$ cat config.mk
export PLATFORM = sky130hd
export DESIGN_NAME = scan_report_device_table
export DESIGN_NICKNAME = d
export VERILOG_FILES = /design/src/srdt_pkg.sv /design/src/srdt_ctrl.sv /design/src/srdt_dpath.sv /design/src/scan_report_device_table.sv
export SDC_FILE = /design/constraint.sdc
export NUM_CORES = 1
export LEC_CHECK = 0
export BUFFER_PORTS_ARGS = -buffer_cell sky130_fd_sc_hd__buf_2
export CAP_MARGIN = 40
export CORE_ASPECT_RATIO = 0.8
export CORE_MARGIN = 2
export CORE_UTILIZATION = 55
export DETAILED_ROUTE_END_ITERATION = 10
export HOLD_SLACK_MARGIN = 0.1
export PLACE_DENSITY_LB_ADDON = 0.12
export SYNTH_ARGS = -nofsm -noshare
export SYNTH_HDL_FRONTEND = slang
export SYNTH_SLANG_ARGS = --single-unit
$ cat constraint.sdc
create_clock -name clk -period 6.5 [get_ports clk]
set_clock_uncertainty 0.1 [all_clocks]
set_input_delay 1.3 -clock clk [delete_from_list [all_inputs] [get_ports clk]]
set_output_delay 1.3 -clock clk [all_outputs]
set_load 0.01 [all_outputs]
$ cat src/srdt_pkg.sv
// ----------------------------------------------------------------------------
// srdt_pkg
// Shared constants, field widths and control types for the scan report
// device table.
// ----------------------------------------------------------------------------
package srdt_pkg;

  localparam int TABLE_DEPTH_DEF = 16;

  localparam int ADDR_W  = 48;
  localparam int STR_W   = 8;
  localparam int SCAN_W  = 16;
  localparam int INDEX_W = 4;
  localparam int ACT_W   = 2;
  localparam int USED_W  = 5;

  localparam logic [ACT_W-1:0] ACT_INSERT  = 2'd0;
  localparam logic [ACT_W-1:0] ACT_AVERAGE = 2'd1;
  localparam logic [ACT_W-1:0] ACT_REPLACE = 2'd2;
  localparam logic [ACT_W-1:0] ACT_DROP    = 2'd3;

  typedef struct packed {
    logic [ADDR_W-1:0]        addr;
    logic [SCAN_W-1:0]        scan;
    logic signed [STR_W-1:0]  strength;
  } entry_t;

  // Commands from the controller to the datapath.
  typedef struct packed {
    logic load;
    logic search;
    logic update;
    logic insert;
    logic drop;
  } dp_cmd_t;

  // Status from the datapath to the controller.
  typedef struct packed {
    logic full;
    logic empty;
    logic hit;
    logic last;
  } dp_sts_t;

endpackage

$ cat src/srdt_ctrl.sv
// ----------------------------------------------------------------------------
// srdt_ctrl
// Controller: accepts a report, sequences the table search and chooses
// between update, insertion and drop.
// ----------------------------------------------------------------------------
module srdt_ctrl (
  input  logic              clk,
  input  logic              rst_n,
  input  logic              start,
  output logic              busy,
  output srdt_pkg::dp_cmd_t cmd,
  input  srdt_pkg::dp_sts_t sts
);
  import srdt_pkg::*;

  localparam logic [2:0] ST_IDLE   = 3'd0;
  localparam logic [2:0] ST_SEARCH = 3'd1;
  localparam logic [2:0] ST_UPDATE = 3'd2;
  localparam logic [2:0] ST_INSERT = 3'd3;
  localparam logic [2:0] ST_DROP   = 3'd4;

  logic [2:0] state_r;
  logic [2:0] state_nxt;

  always_comb begin
    state_nxt = state_r;
    case (state_r)
      ST_IDLE: begin
        if (start) begin
          if (sts.full) begin
            state_nxt = ST_DROP;
          end else if (sts.empty) begin
            state_nxt = ST_INSERT;
          end else begin
            state_nxt = ST_SEARCH;
          end
        end
      end
      ST_SEARCH: begin
        if (sts.hit) begin
          state_nxt = ST_UPDATE;
        end else if (sts.last) begin
          state_nxt = ST_INSERT;
        end
      end
      ST_UPDATE: state_nxt = ST_IDLE;
      ST_INSERT: state_nxt = ST_IDLE;
      ST_DROP:   state_nxt = ST_IDLE;
      default:   state_nxt = ST_IDLE;
    endcase
  end

  always_ff @(posedge clk) begin
    if (!rst_n) begin
      state_r <= ST_IDLE;
    end else begin
      state_r <= state_nxt;
    end
  end

  assign busy       = (state_r != ST_IDLE);
  assign cmd.load   = (state_r == ST_IDLE) && start;
  assign cmd.search = (state_r == ST_SEARCH);
  assign cmd.update = (state_r == ST_UPDATE);
  assign cmd.insert = (state_r == ST_INSERT);
  assign cmd.drop   = (state_r == ST_DROP);

  // A report taken from idle always leaves idle on the next edge.
  a_accept_leaves_idle: assert property (@(posedge clk) disable iff (!rst_n)
    (state_r == ST_IDLE && start) |=> busy)
    else $error("controller stayed idle after accepting a report");

  // A hit during the search always leads to an update.
  a_hit_to_update: assert property (@(posedge clk) disable iff (!rst_n)
    (state_r == ST_SEARCH && sts.hit) |=> (state_r == ST_UPDATE))
    else $error("search hit did not lead to an update");

  // The table is never both full and empty.
  a_full_empty: assert property (@(posedge clk) disable iff (!rst_n)
    !(sts.full && sts.empty))
    else $error("table reported full and empty together");

endmodule

$ cat src/srdt_dpath.sv
// ----------------------------------------------------------------------------
// srdt_dpath
// Datapath: report registers, entry memory with registered read, search
// pointer, address compare, strength averaging and result registers.
// ----------------------------------------------------------------------------
module srdt_dpath #(
  parameter int TABLE_DEPTH = srdt_pkg::TABLE_DEPTH_DEF
) (
  input  logic                              clk,
  input  logic                              rst_n,
  input  srdt_pkg::dp_cmd_t                 cmd,
  output srdt_pkg::dp_sts_t                 sts,
  input  logic [srdt_pkg::ADDR_W-1:0]       in_device_address,
  input  logic signed [srdt_pkg::STR_W-1:0] in_signal_strength,
  input  logic [srdt_pkg::SCAN_W-1:0]       in_scan_number,
  output logic                              out_valid,
  output logic [srdt_pkg::INDEX_W-1:0]      out_entry_index,
  output logic [srdt_pkg::ACT_W-1:0]        out_action_taken,
  output logic signed [srdt_pkg::STR_W-1:0] out_stored_strength,
  output logic [srdt_pkg::USED_W-1:0]       out_entries_used
);
  import srdt_pkg::*;

  localparam int IDX_W = (TABLE_DEPTH > 1) ? $clog2(TABLE_DEPTH) : 1;
  localparam int CNT_W = $clog2(TABLE_DEPTH + 1);
  localparam logic [CNT_W-1:0] DEPTH_C = CNT_W'(TABLE_DEPTH);

  // Captured report.
  logic [ADDR_W-1:0]       in_addr_r;
  logic signed [STR_W-1:0] in_str_r;
  logic [SCAN_W-1:0]       in_scan_r;

  // Table storage and search state.
  entry_t           table_mem [TABLE_DEPTH];
  entry_t           rd_entry_r;
  logic [IDX_W-1:0] rd_ptr_r;
  logic [IDX_W-1:0] cmp_ptr_r;
  logic             cmp_vld_r;
  logic [CNT_W-1:0] count_r;

  // Result registers.
  logic                    out_valid_r;
  logic [IDX_W-1:0]        res_idx_r;
  logic [ACT_W-1:0]        res_act_r;
  logic signed [STR_W-1:0] res_str_r;

  logic                    hit;
  logic                    rd_en;
  logic                    scan_eq;
  logic [STR_W:0]          sum;
  logic [STR_W:0]          sum_adj;
  logic signed [STR_W-1:0] avg;
  logic signed [STR_W-1:0] str_new;
  logic                    wr_en;
  logic [IDX_W-1:0]        wr_idx;
  entry_t                  wr_entry;

  assign hit     = cmp_vld_r && (rd_entry_r.addr == in_addr_r);
  assign rd_en   = cmd.search && !hit && (CNT_W'(rd_ptr_r) < count_r);
  assign scan_eq = (rd_entry_r.scan == in_scan_r);

  // Halving toward zero: add one to a negative sum before the shift.
  assign sum     = {rd_entry_r.strength[STR_W-1], rd_entry_r.strength}
                 + {in_str_r[STR_W-1], in_str_r};
  assign sum_adj = sum + (STR_W+1)'(sum[STR_W]);
  assign avg     = sum_adj[STR_W:1];

  assign str_new  = (cmd.update && scan_eq) ? avg : in_str_r;
  assign wr_en    = cmd.update || cmd.insert;
  assign wr_idx   = cmd.update ? cmp_ptr_r : IDX_W'(count_r);
  assign wr_entry = '{addr: in_addr_r, scan: in_scan_r, strength: str_new};

  assign sts.full  = (count_r == DEPTH_C);
  assign sts.empty = (count_r == '0);
  assign sts.hit   = hit;
  assign sts.last  = cmp_vld_r && ((CNT_W'(cmp_ptr_r) + 1'b1) == count_r);

  always_ff @(posedge clk) begin
    if (wr_en) begin
      table_mem[wr_idx] <= wr_entry;
    end
    if (rd_en) begin
      rd_entry_r <= table_mem[rd_ptr_r];
      cmp_ptr_r  <= rd_ptr_r;
    end
  end

  always_ff @(posedge clk) begin
    if (cmd.load) begin
      in_addr_r <= in_device_address;
      in_str_r  <= in_signal_strength;
      in_scan_r <= in_scan_number;
    end
    if (cmd.update) begin
      res_idx_r <= cmp_ptr_r;
      res_act_r <= scan_eq ? ACT_AVERAGE : ACT_REPLACE;
      res_str_r <= str_new;
    end else if (cmd.insert) begin
      res_idx_r <= IDX_W'(count_r);
      res_act_r <= ACT_INSERT;
      res_str_r <= str_new;
    end else if (cmd.drop) begin
      res_idx_r <= '0;
      res_act_r <= ACT_DROP;
      res_str_r <= '0;
    end
  end

  always_ff @(posedge clk) begin
    if (!rst_n) begin
      count_r     <= '0;
      rd_ptr_r    <= '0;
      cmp_vld_r   <= 1'b0;
      out_valid_r <= 1'b0;
    end else begin
      out_valid_r <= cmd.update || cmd.insert || cmd.drop;
      if (cmd.insert) begin
        count_r <= count_r + 1'b1;
      end
      if (cmd.load) begin
        rd_ptr_r  <= '0;
        cmp_vld_r <= 1'b0;
      end else begin
        cmp_vld_r <= rd_en;
        if (rd_en) begin
          rd_ptr_r <= rd_ptr_r + 1'b1;
        end
      end
    end
  end

  assign out_valid           = out_valid_r;
  assign out_entry_index     = INDEX_W'(res_idx_r);
  assign out_action_taken    = res_act_r;
  assign out_stored_strength = res_str_r;
  assign out_entries_used    = USED_W'(count_r);

  a_count_bound: assert property (@(posedge clk) disable iff (!rst_n)
    count_r <= DEPTH_C)
    else $error("entry count exceeds the table depth");

  a_insert_counts: assert property (@(posedge clk) disable iff (!rst_n)
    cmd.insert |=> (count_r == CNT_W'($past(count_r) + 1'b1)))
    else $error("insertion did not advance the entry count");

  a_no_write_full: assert property (@(posedge clk) disable iff (!rst_n)
    (count_r == DEPTH_C) |-> !wr_en)
    else $error("table written while full");

  a_strobe_single: assert property (@(posedge clk) disable iff (!rst_n)
    out_valid_r |=> !out_valid_r)
    else $error("result strobe held for more than one cycle");

endmodule

$ cat src/scan_report_device_table.sv
// ----------------------------------------------------------------------------
// scan_report_device_table
// Keeps a table of seen devices from parsed scan reports: averages, replaces,
// appends or drops, and reports one result for every report.
//
//   Channel  Handshake                 Payload
//   -------  ------------------------  --------------------------------------
//   input    start / busy              in_device_address, in_signal_strength,
//                                      in_scan_number
//   result   out_valid (1-cycle pulse) out_entry_index, out_action_taken,
//                                      out_stored_strength, out_entries_used
//
// A report is transferred when start is high and busy is low. The search
// reads one entry per cycle from the entry memory and stops at a hit, which
// leads to an update, or when the last valid entry misses, which leads to
// an insert. A full table drops the report and an empty one inserts it
// without a search, and the result strobe is registered from that step.
// Synchronous reset empties the table; entries need no clearing.
// The result receiver cannot stall: each result is shown for one cycle only.
// ----------------------------------------------------------------------------
module scan_report_device_table #(
  parameter int TABLE_DEPTH = srdt_pkg::TABLE_DEPTH_DEF
) (
  input  logic                              clk,
  input  logic                              rst_n,
  input  logic                              start,
  output logic                              busy,
  input  logic [srdt_pkg::ADDR_W-1:0]       in_device_address,
  input  logic signed [srdt_pkg::STR_W-1:0] in_signal_strength,
  input  logic [srdt_pkg::SCAN_W-1:0]       in_scan_number,
  output logic                              out_valid,
  output logic [srdt_pkg::INDEX_W-1:0]      out_entry_index,
  output logic [srdt_pkg::ACT_W-1:0]        out_action_taken,
  output logic signed [srdt_pkg::STR_W-1:0] out_stored_strength,
  output logic [srdt_pkg::USED_W-1:0]       out_entries_used
);
  import srdt_pkg::*;

  dp_cmd_t cmd;
  dp_sts_t sts;

  srdt_ctrl u_ctrl (
    .clk   (clk),
    .rst_n (rst_n),
    .start (start),
    .busy  (busy),
    .cmd   (cmd),
    .sts   (sts)
  );

  srdt_dpath #(
    .TABLE_DEPTH (TABLE_DEPTH)
  ) u_dpath (
    .clk                 (clk),
    .rst_n               (rst_n),
    .cmd                 (cmd),
    .sts                 (sts),
    .in_device_address   (in_device_address),
    .in_signal_strength  (in_signal_strength),
    .in_scan_number      (in_scan_number),
    .out_valid           (out_valid),
    .out_entry_index     (out_entry_index),
    .out_action_taken    (out_action_taken),
    .out_stored_strength (out_stored_strength),
    .out_entries_used    (out_entries_used)
  );

endmodule
* Word-level counts from Yosys, hierarchy flattened
Memories as Yosys holds them, arrays and structs flattened. A register that Yosys moved wholly into a read port is not among the register bits.
Index checks and enable logic that the tools add are counted.
** Word-level totals
- Register bits :: 104
- Memory bits (writable) :: 1152
- Bits of input ports :: 75
- Logic and storage cells :: 65
- Memories kept :: 1
** Memories
- u_dpath.table_mem :: words 16, bits a word 72, rd ports 1, clocked after memory_dff 1, wr ports 1, RTL line srdt_dpath.sv:34 : entry_t table_mem [TABLE_DEPTH];
** Cells by class
- $add $sub $neg :: 5
- Magnitude comparators :: 1
- Eq/ne operators :: 10
- Muxes and demuxes :: 20
- Bitwise operators :: 1
- Reductions and logical operators :: 15
** Operators with widths (count)
- 48-bit == test :: 1
- 8-bit 2-to-1 mux :: 4
- 16-bit == test :: 1
- 4-bit 2-to-1 mux :: 4
- 3-bit 2-to-1 mux :: 4
- 2-bit 2-to-1 mux :: 5
- 8-bit by 8-bit adder with 9-bit output :: 1
- 9-bit by 1-bit adder with 9-bit output :: 1
- 3-bit by 2-bit == test with 1-bit output, second input constant :: 2
- 1-bit logical AND :: 6
- 3-bit case mux with 2 select lines :: 1
- 3-bit nonzero test :: 2
- 4-bit by 1-bit adder with 5-bit output, second input constant :: 1
- 5-bit by 1-bit adder with 5-bit output, second input constant :: 1
- 5-bit == test :: 1
- 5-bit == test, second input constant :: 1
- 5-bit zero test :: 1
- 4-bit by 5-bit less-than comparator with 1-bit output :: 1
- 4-bit by 1-bit adder with 4-bit output, second input constant :: 1
- 3-bit by 1-bit == test with 1-bit output, second input constant :: 1
- 3-bit == test, second input constant :: 1
- 3-bit zero test :: 1
- 3-bit != test, second input constant :: 1
- 1-bit logical OR :: 2
- 6 further kinds :: 7

* Depth between registers and ports, before layout
Gate-level depths: netlist of the first run.
- Word-level depth :: 6
- Gate-level depth with buffers :: 12

* By module
A second synthesis of the first run with hierarchy kept.
** Second synthesis, totals
- Cell total of the unflattened synthesis :: 2665
- Area, all modules :: 51371.8 µm²
** Modules (own cells, without submodules)
- srdt_dpath :: times used 1, cells an instance 2645, area an instance 51194.1 µm², sequential area each 39678.1 µm²
- srdt_ctrl :: times used 1, cells an instance 20, area an instance 177.7 µm², sequential area each 60.1 µm²

* Worst setup path before layout of the first run
OpenSTA, ideal clock, no wires.
- Path kind :: reg-to-reg
- Start point :: register u_dpath.count_r[1] (netlist: u_dpath.out_entries_used[1])
- End point :: register u_dpath.cmp_ptr_r[0] (enable)
- Arrival :: 4766 ps
- Required time :: 5886 ps
- Setup slack :: 1120 ps
- Stages on the path, launching flop included :: 8
- Path buffers :: 0
- Period minus slack after synthesis :: 5380 ps
- Cell sequence :: dfxtp_1 -> inv_1 -> ha_1 -> a21o_1 -> a21o_1 -> a21oi_1 -> nor2_1 -> nor2_1
** Between the ends
- Longest elaborated chain between the ends :: 2
** RTL lines
- from (decl) :: RTL line srdt_dpath.sv:39 : logic [CNT_W-1:0] count_r;
- from (signal assigned) :: RTL line srdt_dpath.sv:118 : count_r <= count_r + 1'b1;
- 4-bit by 5-bit less-than comparator with 1-bit output :: RTL line srdt_dpath.sv:59 : assign rd_en = cmd.search && !hit && (CNT_W'(rd_ptr_r) < count_r);
- 1-bit logical AND :: RTL line srdt_dpath.sv:59
- net u_dpath.rd_en :: RTL line srdt_dpath.sv:48 : logic rd_en;
- to (signal assigned) :: RTL line srdt_dpath.sv:84 : cmp_ptr_r <= rd_ptr_r;
- to (decl) :: RTL line srdt_dpath.sv:37 : logic [IDX_W-1:0] cmp_ptr_r;
The timed path passes the listed nets, and every way through them passes these cells.
A chain may end at the register's enable or synchronous reset.

* Worst setup path in the final report of the first run
- Start point :: register u_dpath.in_addr_r[3]
- End point :: register, netlist name u_dpath.rd_entry_r[43]
** Between the ends
- Longest elaborated chain between the ends :: 5
** RTL lines
- from (decl) :: RTL line srdt_dpath.sv:29 : logic [ADDR_W-1:0] in_addr_r;
- from (signal assigned) :: RTL line srdt_dpath.sv:90 : in_addr_r <= in_device_address;
- 48-bit == test :: RTL line srdt_dpath.sv:58 : assign hit = cmp_vld_r && (rd_entry_r.addr == in_addr_r);
- 1-bit logical AND :: RTL line srdt_dpath.sv:58
- 1-bit zero test :: RTL line srdt_dpath.sv:59
- 1-bit logical AND (2 in a row) :: RTL line srdt_dpath.sv:59
- net u_dpath.rd_en :: RTL line srdt_dpath.sv:48
The timed path passes the listed nets, and every way through them passes these cells.

==> metrics.md, run 1 <==
| Metric | Value |
|---|---|
| Reg2Reg Setup Slack | 2.04 ns |
| Post-route insts no fill | 3,620 |
| Final Hold Fails | 0 |
| DR iter-0 viols | 2,923 |
| Switching Share | 0.207 |
| Post-cts hold buffer count | 0 |
| Power per cell area | 308 mW/mm^2 |
| Setup_tns | 0 ns |
| Synth cell types | 54 |
| Setup-failing EPs final | 0 |
| Layout net count | 2,401 |
| Max FO, Critical Path | 37 |
| Die W | 342 um |
| Leak | 0.0174 uW |
| Final instance area | 0.0572 sq mm |
| Synth Flop Type | edfxtp_1 |
| Worst-Skew Late Latency | 0.75 ns |
| Crit path kind | flop to flop |
| Synthesized net count | 2,199 |
| Hold Crit Depth | 2 |
| Worst vdd ir | 0.267 mV |
| Max-cap violation count | 0 |
| Reg-to-reg endpoint | u_dpath.rd_entry_r[43] |
| WL/cell | 30.5 um |
| RSZ-0062 raised after global routing | false |
| Synthesized area per cell | 23.9 sq um |
| Vias in the first global route | 23,300 |
| Clock power frac | 0.409 |
| Initial antenna violation count | 1 |
| Antenna Nets Post-Route | 0 |
| Register area share after synthesis | 0.788 |
| Initial Utilization | 0.554 |
| Int Pwr | 14,000 uW |
| CTS Buffer Depth | 3 |
| Routed via count | 22,900 |
| Dpl cells | 3,387 |
| Hold wc startpoint | u_dpath.rd_ptr_r[1] |
| RR Startpoint | u_dpath.in_addr_r[3] |
| Die height | 275 um |
| Critical path launch point type | flop |
| Grt total ovfl | 0 |
| Async set or reset register ratio after synthesis | 0 |
| Most frequent cells in the layout | edfxtp_1 (1,314), mux4_2 (360), clkbuf_16 (137) |
| Register bit count reported by yosys | 1,328 |
| CTS resizes | 0 |
| Slew @ Worst Pin | 1.08 ns |
| CTS tree | done |
| EDFF count, synth | 1,314 |
| Cell Area, Synth | 0.0504 sq mm |
| Final Max Tran Viols | 0 |
| Status | completed |
| Largest net degree at the start of global routing | 120 |
| CTS root buf | clkbuf_16 |
| Final min period | 4.46 ns |
| Period utilization | 0.686 |
| Post-DP Area | 0.0531 sq mm |
| Clock Pin Slew Worst Setup and Hold Paths | 0.06 ns |
| Synth Warn # | 0 |
| Layout cells sized above 1 | 0.299 |
| Critical Path End Type | flop |
| Worst Path Required | 6.85 ns |
| Core area | 0.0910 sq mm |
| Most common cell after layout, fill and taps aside | edfxtp_1 |
| Psw | 3640 uW |
| Seq pwr share | 0.559 |
| TritonCTS Buffers | 132 |
| Hold Path Class | flop to flop |
| Via-to-Cell Ratio | 6.33 |
| Die area | 0.0941 sq mm |
| Area delta synth->final | 13.4% |
| Site Rows | 99 |
| H-tree depth | 4 |
| Reg2reg path depth | 8 |
| Postcts setup bufs | 0 |
| Routability congestion estimate | 0.788 |
| # IOs | 96 |
| First-pass GRT wire length | 162 mm |
| PortBufs | 95 |
| Syn Inst Count | 2,107 |
| Router iterations before antenna repair | 5 |
| DRC | 0 |
| Total wire length | 110 mm |
| Slew headroom | 0.278 |
| Max Freq | 224 MHz |
| Combinational Power Share | 0.032 |
| All-Layer GR Usage | 0.242 |
| Arr. time, crit path | 4.81 ns |
| WHS Endpoint | u_dpath.rd_ptr_r[1] |
| Dpl hpwl | 56.3 mm |
| Clock Sinks | 1,328 |
## synth_stat cells (9+ instances only)
| master | number | share of area |
|---|---|---|
| xnor2_1 | 49 | 0.0085 |
| nand2b_1 | 9 | 0.0011 |
| ha_1 | 16 | 0.0040 |
| nand4_1 | 12 | 0.0015 |
| a21oi_1 | 16 | 0.0016 |
| xor2_1 | 22 | 0.0038 |
| buf_1 | 31 | 0.0023 |
| nor3_1 | 15 | 0.0015 |
| dfxtp_1 | 14 | 0.0056 |
| nand2_1 | 24 | 0.0018 |
| o21ai_0 | 11 | 0.0011 |
| mux4_2 | 360 | 0.16 |
| inv_1 | 26 | 0.0019 |
| edfxtp_1 | 1314 | 0.78 |
| clkbuf_1 | 53 | 0.0039 |
| nor2_1 | 43 | 0.0032 |
## power groups by stage
stage / clock (uW) / combinational [uW] / sequential (uW)
3_5_place_dp: 0 / 564 / 10000
6_report: 7210 / 560 / 9860
5_1_grt: 7670 / 602 / 9880
4_1_cts: 7350 / 568 / 9860
3_3_place_gp: 0 / 540 / 10000
2_1_floorplan: 0 / 313 / 9980
## registers in the layout, summed over array words and instances (netlist names), 5 cells and up
| name | flops |
|---|---|
| u_dpath.in_addr_r | 48 |
| u_dpath.out_stored_strength | 8 |
| u_dpath.rd_entry_r | 72 |
| u_dpath.in_str_r | 8 |
| u_dpath.out_entries_used | 5 |
| u_dpath.in_scan_r | 16 |
| u_dpath.table_mem | 1152 |
## final cells by class
type                       count  area (sq um)
sequential                  1328         39800
fill                        6018         33900
multi-input combinational    664         10400
clock buffer                 172          3590
tap                         1212          1520
timing repair buffer         157          1360
clock inverter                60           474
inverter                      26           100
antenna                        1          2.50
## cells by family (layout without fill, tap and decap cells)
logic type                 count (synthesis)  count (layout)  synth area share
DFF                                     1328            1328             0.788
xor gates and xnor gates                  71              71            0.0123
AOI/OAI and AO/OA                         62              62           0.00819
other                                      0               1                 0
and+or+nand+nor                          142             142            0.0146
muxes                                    372             372             0.163
adders and majority gates                 17              17           0.00437
buffers and inverters                    115             415           0.00874
## critical path, stage by stage, from the launching register on
cell	delay (ns)
edfxtp_1	0.64
inv_1	0.21
a22o_1	0.25
nor4_1	0.79
nand3_1	0.44
o211ai_1	0.71
nor2_4	0.32
buf_4	0.38
buf_16	0.27
## worst max-delay path by stage
| stage | from | end | slack [ns] |
|---|---|---|---|
| after CTS | u_dpath.in_addr_r[3] | u_dpath.rd_entry_r[46] | 2.13 |
| after global routing | u_dpath.in_addr_r[3] | u_dpath.rd_entry_r[43] | 1.94 |
| after floorplan | u_dpath.out_entries_used[1] | u_dpath.cmp_ptr_r[0] | 1.12 |
| final | u_dpath.in_addr_r[3] | u_dpath.rd_entry_r[43] | 2.04 |
| after detailed placement | u_dpath.in_addr_r[3] | u_dpath.rd_entry_r[46] | 2.13 |
| after global placement | u_dpath.rd_ptr_r[1] | u_dpath.rd_entry_r[46] | 2.22 |
## routing by layer
metal  vias to the layer above  global-route usage  wire [um]
met5                         -                   0          0
met4                         0              0.0710       2100
met3                       153              0.0396       7880
met2                      1009               0.365      52000
met1                     12400               0.374      48400
li1                       9388                   -          -
## per-stage QoR
step	util	hold slack (ns)	power, uW	setup slack (ns)
detailed placement	0.583	0.441	10600	2.13
CTS	0.628	0.460	17800	2.13
global route	0.628	0.517	18200	1.94
floorplan	-	0.335	10300	1.12
global placement	0.578	0.448	10600	2.22
finish	0.628	0.469	17600	2.04
No activity file was read; power rests on OpenSTA's default activity.
==> run 2, diff against run 1 <==
==> constraint.sdc (replaced) <==
create_clock -name clk -period 4.2 [get_ports clk]
set_clock_uncertainty 0.1 [all_clocks]
set_input_delay 0.84 -clock clk [delete_from_list [all_inputs] [get_ports clk]]
set_output_delay 0.84 -clock clk [all_outputs]
set_load 0.01 [all_outputs]
==> run 2 against run 1 <==
Register-to-register slack got worse by 1.4 ns. Critical path type unchanged. Die area did not move. Non-clock buffer count is 31 higher. Setup slack lost 1.4 ns. First-iteration DRC count is 7.6% lower. Cell area increased by 0.66%. Power is 55% higher. Via count shrank 0.57%. Clock power is 54% higher. Global-route usage down 0.65 points. Largest power group unchanged. Maximum frequency increased by 24%.
==> metrics.md, run 2 (synthesized netlist as in run 1, its figures left out) <==
| Metric | Value |
|---|---|
| Layout filler cell count | 5,994 |
| Setup_tns | 0 ns |
| Layout net count | 2,430 |
| Die area | 0.0941 sq mm |
| Status | completed |
| All-Layer GR Usage | 0.236 |
| Dpl hpwl | 56.8 mm |
| Max stage delay cell, worst path | nor4_1 |
| Setup WS pre-CTS | 0.705 ns |
| Most common cell after layout, fill and taps aside | edfxtp_1 |
| # IOs | 96 |
| Initial antenna violation count | 1 |
| Top reg by flops | u_dpath.table_mem |
| CTS root buf | clkbuf_16 |
| CTS Buffer Depth | 3 |
| Worst-Skew Late Latency | 0.71 ns |
| Die height | 275 um |
| Site Rows | 99 |
| CTS resizes | 0 |
| Final Hold Fails | 0 |
| Initial Utilization | 0.554 |
| Hold Path Class | input pin to flop |
| Power per cell area | 474 mW/mm^2 |
| Worst Path Required | 4.53 ns |
| Critical Path End Type | flop |
| Top flop regs | u_dpath.table_mem: 1152 flops, u_dpath.rd_entry_r: 72 flops, u_dpath.in_addr_r: 48 flops |
| Final Worst Setup Slack | 0.611 ns |
| Area delta synth->final | 14.1% |
| Routed via count | 22,800 |
| Layout cells sized above 1 | 0.306 |
| Max Freq | 279 MHz |
| TritonCTS Buffers | 130 |
| Antenna Nets Post-Route | 0 |
| PortBufs | 95 |
| CP Cell Sequence | xor2_1, nor4_1, nand3_1, nor4_4, buf_4, nand2b_1, mux2_2, nand2_1 |
| H-tree depth | 4 |
| Setup-failing EPs final | 0 |
| Critical path launch point type | flop |
| Postcts setup bufs | 0 |
| Dpl cells | 3,418 |
| Post-cts hold buffer count | 0 |
| Via-to-Cell Ratio | 6.27 |
| Diode count | 0 |
| Largest net degree at the start of global routing | 131 |
| Period utilization | 0.854 |
| Total power | 27,300 uW |
| Most frequent cells in the layout | edfxtp_1 (1,314), mux4_2 (360), clkbuf_16 (137) |
| Arr. time, crit path | 3.92 ns |
| Final min period | 3.59 ns |
| Crit path kind | flop to flop |
| CTS tree | done |
| Die W | 342 um |
| Clock Sinks | 1,328 |
| Max FO, Critical Path | 17 |
| DR iter-0 viols | 2,700 |
| WL/cell | 29.9 um |
| Clock Pin Slew Worst Setup and Hold Paths | 0.06 ns |
| Final Max Tran Viols | 0 |
| Worst vdd ir | 0.364 mV |
| Max reg flops | 1,152 |
| RSZ-0062 raised after global routing | false |
| Core area | 0.0910 sq mm |
| Leak | 0.0176 uW |
| DRC | 0 |
| Grt total ovfl | 0 |
| Vias in the first global route | 23,000 |
| Slew @ Worst Pin | 0.984 ns |
| Routability congestion estimate | 0.808 |
| Post-route insts no fill | 3,637 |
| Router iterations before antenna repair | 5 |
| Max-cap violation count | 0 |
| CP max stage delay | 0.73 ns |
| First-pass GRT wire length | 158 mm |
| Hold Slack | 0.209 ns |
| Slew headroom | 0.344 |
| Total wire length | 109 mm |
run 2: cell count changes in the layout (fill, tap and decap cells not counted), moves of 2 or more:
cell	before	now
buf_16	12	3
clkbuf_8	3	0
clkinv_1	29	24
buf_4	35	45
clkbuf_1	32	34
clkinv_8	4	0
bufinv_16	5	9
buf_12	14	45
clkinv_2	14	11
run 2: area by class of cell:
type | count | area [sq um] | share of cell area
timing repair buffer | 188 | 1800 | 0.0312
tap | 1212 | 1520 | 0.0264
clock buffer | 171 | 3560 | 0.0618
clock inverter | 48 | 450 | 0.00783
multi-input combinational | 664 | 10400 | 0.180
sequential | 1328 | 39800 | 0.691
inverter | 26 | 100 | 0.00174
run 2: critical path: cells and delay by family (launching register included):
kind | cells | cell delay [ns]
xor+xnor | 1 | 0.26
buf+inv | 1 | 0.27
simple gates | 5 | 1.74
flops | 1 | 0.64
mux | 1 | 0.28
run 2: power by group:
group | leakage (uW) | switching (uW) | total (uW) | internal [uW]
clock network | 0.00195 | 4650 | 11100 | 6470
logic | 0.00364 | 517 | 868 | 351
registers | 0.0120 | 288 | 15300 | 15000
run 2: final timing paths:
check	start	endpoint	slack [ns]	cells after the start
worst max-delay path	u_dpath.in_scan_r[13]	u_dpath.table_mem[12][6]	0.61	8
worst min-delay path	in_scan_number[0]	u_dpath.in_scan_r[0]	0.21	1
worst max register to register	u_dpath.in_scan_r[13]	u_dpath.table_mem[12][6]	0.61	8
worst min register to register	u_ctrl.state_r[2]	u_dpath.out_valid	0.46	2
run 2: routing by layer:
| metal | routed length (um) | global-route usage |
|---|---|---|
| met5 | 0 | 0 |
| met1 | 48000 | 0.362 |
| met4 | 1830 | 0.0577 |
| met3 | 7550 | 0.0377 |
| met2 | 51500 | 0.362 |
run 2: metrics by stage:
step	area (sq um)	utilization
after floorplan	50400	-
after global placement	53300	0.586
after detailed placement	53500	0.588
after CTS	57500	0.632
after global routing	57500	0.632
final	57500	0.632
